`src/ffha_pkg.sv`:
```
// Shared types and constants for the first-fit heap allocator.
package ffha_pkg;

  localparam int ADDR_W            = 24;
  localparam int DEF_MAX_BLOCKS    = 64;
  localparam int DEF_HEADER_BYTES  = 32;
  localparam int DEF_ALIGN_BYTES   = 16;
  localparam logic [ADDR_W-1:0] HEAP_LIMIT_RST = 24'd1048576;

  localparam logic CMD_ALLOC = 1'b0;
  localparam logic CMD_FREE  = 1'b1;

  localparam logic [1:0] ST_OK      = 2'd0;
  localparam logic [1:0] ST_NOSPACE = 2'd1;
  localparam logic [1:0] ST_BADADDR = 2'd2;

  // One table entry as it moves through the cell chain.
  typedef struct packed {
    logic              used;
    logic [ADDR_W-1:0] start;
    logic [ADDR_W-1:0] size;
  } blk_t;

  // Search token handed from cell to cell.
  typedef struct packed {
    logic              live;   // cell index is below block_count
    logic              hit;    // a match already happened upstream
  } tok_t;

endpackage

```
`src/ffha_cell.sv`:
```
// One table cell: holds an entry and checks it against the broadcast request.
module ffha_cell (
  input  logic                 clk,
  input  logic                 we,
  input  ffha_pkg::blk_t       wdata,
  input  logic                 set_used,
  input  logic                 clr_used,
  input  logic                 is_free_cmd,
  input  logic [24:0]          need,
  input  logic [23:0]          addr,
  input  ffha_pkg::tok_t       tok_in,
  output ffha_pkg::tok_t       tok_out,
  output logic                 match,
  output ffha_pkg::blk_t       q
);
  import ffha_pkg::*;

  blk_t ent_r;
  logic cand;

  // Entry storage; used flag is updated by grant/free strobes.
  always_ff @(posedge clk) begin
    if (we) begin
      ent_r <= wdata;
    end else if (set_used) begin
      ent_r.used <= 1'b1;
    end else if (clr_used) begin
      ent_r.used <= 1'b0;
    end
  end

  // Candidate test, then first-hit priority along the chain.
  assign cand = is_free_cmd ? (ent_r.start == addr)
                            : (!ent_r.used && ({1'b0, ent_r.size} >= need));
  assign match        = tok_in.live && !tok_in.hit && cand;
  assign tok_out.live = tok_in.live;
  assign tok_out.hit  = tok_in.hit || match;
  assign q            = ent_r;
endmodule

```
`config.mk`:
```
export PLATFORM = sky130hd
export DESIGN_NAME = ffha_cell
export DESIGN_NICKNAME = d
export VERILOG_FILES = /design/src/ffha_pkg.sv /design/src/ffha_cell.sv
export SDC_FILE = /design/constraint.sdc
export NUM_CORES = 1
export LEC_CHECK = 0
export ABC_AREA = 1
export BUFFER_PORTS_ARGS = -buffer_cell sky130_fd_sc_hd__buf_4
export CAP_MARGIN = 20
export CORE_MARGIN = 2
export CORE_UTILIZATION = 47
export DETAILED_ROUTE_END_ITERATION = 6
export HOLD_SLACK_MARGIN = 0.02
export PLACE_DENSITY = 0.86
export RECOVER_POWER = 25
export SLEW_MARGIN = 25
export SYNTH_ARGS = -nofsm -noshare
export SYNTH_HDL_FRONTEND = slang
export SYNTH_SLANG_ARGS = --single-unit
```
`constraint.sdc`:
```
create_clock -name clk -period 2.6 [get_ports clk]
set_clock_uncertainty 0.05 [all_clocks]
set_input_delay 0.52 -clock clk [delete_from_list [all_inputs] [get_ports clk]]
set_output_delay 0.52 -clock clk [all_outputs]
set_load 0.01 [all_outputs]
```
==> impl_results.md <==
- Run status: complete, but fails checks
- Failing checks: setup timing
- Cell internal pwr: about 0.0014 W
- Hold/Removal Path Class: in -> reg
- Crit path DAT: a little over 2 ns
- Static Leak: 1.96 nW
- CTS max path bufs: 2
- Hold path depth: 1
- Switching share of total power: 26.3%
- Min Tclk post-route: 2.63 ns
- Post-synthesis simple-gate area fraction: between 10 and 15%
- FF+latch count, synth: 49
- Mean Syn Cell Area: 11.1 um^2
- Final hold viol count: 0
- Number of diodes: 0
- Cell row count: 26
- Flop pwr share: about half
- Period utilisation layout: 101%
- Worst Tran Pin Value: 0.639 ns
- Crit end category: primary output
- Grt ovf: 0
- Final non-filler cell area: 4110 um^2
- Synth warnings: 0
- Hold_buf cts: 0
- Syn Std Cell Area: 2560 um^2
- TritonCTS Buffers: 5
- Synth Area in XOR/XNOR: 8.21%
- Drt pass-1 iters: 4
- CP required: 2.03 ns
- Synth Net Count: 360
- Adder-Cell Fraction of Synth Area: 11.7%
- Clk pwr share: 22.1%
- Vias in the first global route: 2,330
- RD Place Congestion: 0.755
- CP peak stage delay: ~0.44 ns
- Mux share of post-synthesis cell area: 0%
- Drt drc: 0
- VDD IR max: 0.400 mV
- WL final: 7.06 mm
- Core area: a little over 5000 um^2
- RSZ-0062 raised after global routing: yes
- Max-cap viol count: 0
- Largest net degree at the start of global routing: 51
- Height of the die: ~80 um
- Top-level I/O count: 157
- Max FFs per register: 49
- Syn-to-layout area delta: 60.3%
- Min setup slack post-route: -0.0265 ns
- Post-Syn Instances: 231
- Final core occ: 79.4%
- TritonCTS clock tree: done
- Via count: 2,223
- Endpoints failing setup: 1
- FMAX: 381 MHz
- Startpoint types: flop
- Vias per Instance: 4.71
- CTS root buf: clkbuf_8
- Buffers added on ports: around 160
- Share of layout cells above drive strength 1: between 40% and 50%
- Reg clk slew, reported paths: 0.08 ns
- Largest family of logic cells by synthesized area: simple AND/OR/NAND/NOR gates
- Critical-path cell list: ha_4 -> buf_4 -> nand4_1 -> nor3_1 -> nand3_1 -> nand3_2 -> nand2_1 -> nand2_1 -> nand2_2 -> nand2_2 -> buf_6
- Wire per inst: approximately 15 um
- Sequential element share of the synthesized area: 57.4%
- Sw power: 0.000504 W
- Pwr dens: 466 nW/um^2
- Post-route ant nets: 0
- Crit path max-delay cell type: edfxtp_1
- HPWL Detailed: between 5 and 6 mm
- GRT Total Usage: 21.9%
- DR iter-0 viols: 50
- Commonest non-fill, non-tap cell in the layout: buf_4
- H-tree Lvls: 2
- Die area: approximately 6100 um^2
- Crit path kind: reg -> out
- Global-route wire length before repair: 10.2 mm
- Placement Cell Area: 3810 um^2
- Distinct cells, synth: 18
- CP max FO: 2
- Antenna violations before repair: 0
- Worst rel slew slack: roughly 57%
- Combinational share of power: between 20% and 30%
- Compound-Gate Fraction of Synth Area: 2.15%
- Starting Density: about half
- # clock sinks: 49
- Most frequent cells in the layout: buf_4, edfxtp_1, inv_1, nand2_1, clkbuf_4
- Slew Viols, Final: 0
- Final nets: 530
- Die X: between 70 and 80 um
critical path, delay by kind of cell, from the launching register on:
kind / cells / cell delay (ns)
AND/OR/NAND/NOR: 8 / 0.83
flip-flops: 1 / 0.44
adder cells (fa/ha/maj): 1 / 0.30
buffers and inverters: 2 / 0.19
cells by family after synthesis:
| group | Yosys count |
|---|---|
| simple gates | 80 |
| flops | 49 |
| buf+inv | 44 |
| xor+xnor | 24 |
| fa+ha+maj | 24 |
| compound gates | 10 |
power by group through the flow:
stage | Clock (W) | Combinational, W | Sequential, W
final | 0.000423 | 0.000504 | 0.000987
after global routing | 0.000456 | 0.000553 | 0.000994
after CTS | 0.000442 | 0.000462 | 0.000983
after detailed placement | 0 | 0.000457 | 0.00100
after global placement | 0 | 0.000441 | 0.000995
after floorplan | 0 | 0.000154 | 0.00103
final timing paths:
| check | startpoint | end | slack (ns) |
|---|---|---|---|
| max | q[23] | tok_out[0] | -0.03 |
| min | wdata[47] | q[47] | 0.35 |
what timing repair did:
action | CTS | global route
setup buffers | 0 | 8
resized for setup | 2 | 21
endpoints found under the hold margin | 0 | 0
setup endpoints to repair | 2 | 2
pin swaps | 0 | 10
per-layer routing:
layer	routed length [um]	GRT usage, %
met1	2380	21.6
met2	3990	42.6
met3	627	7.09
met5	0	0
met4	57	7.14
through the flow:
stage | power (W) | hold WS (ns) | cells | setup WS (ns) | setup TNS [ns]
4_1_cts | 0.00189 | 0.330 | 464 | 0.00249 | 0
3_3_place_gp | 0.00144 | 0.648 | 456 | 0.106 | 0
6_report | 0.00191 | 0.346 | 472 | -0.0265 | -0.0265
3_5_place_dp | 0.00146 | 0.649 | 456 | 0.105 | 0
5_1_grt | 0.00200 | 0.340 | 472 | -0.179 | -0.330
2_1_floorplan | 0.00118 | 0.569 | 231 | 0.445 | 0
Yosys cell counts:
master	count	area, um^2
nor2b_2	1	8.76
nand2_1	43	161
nand3_2	2	20.0
nand3_1	4	20.0
xnor2_1	12	105
nand4_1	10	62.6
xor2_1	12	105
ha_1	24	300
a21oi_1	8	40.0
buf_4	1	7.51
nor2_1	16	60.1
a21o_1	1	7.51
edfxtp_1	49	1470
inv_1	42	158
inv_2	1	3.75
a21boi_0	1	7.51
nor2_2	2	12.5
nor3_1	2	10.0
cell type report:
class	count	area, um^2
multi-input cells	138	1070
flip-flops and latches	49	1470
fillers	324	1070
repair buffers	164	1240
clock inverters	3	12.5
inverters	43	161
clock buffers	5	68.8
well taps	70	87.6
No activity file was read; power rests on OpenSTA's default activity.
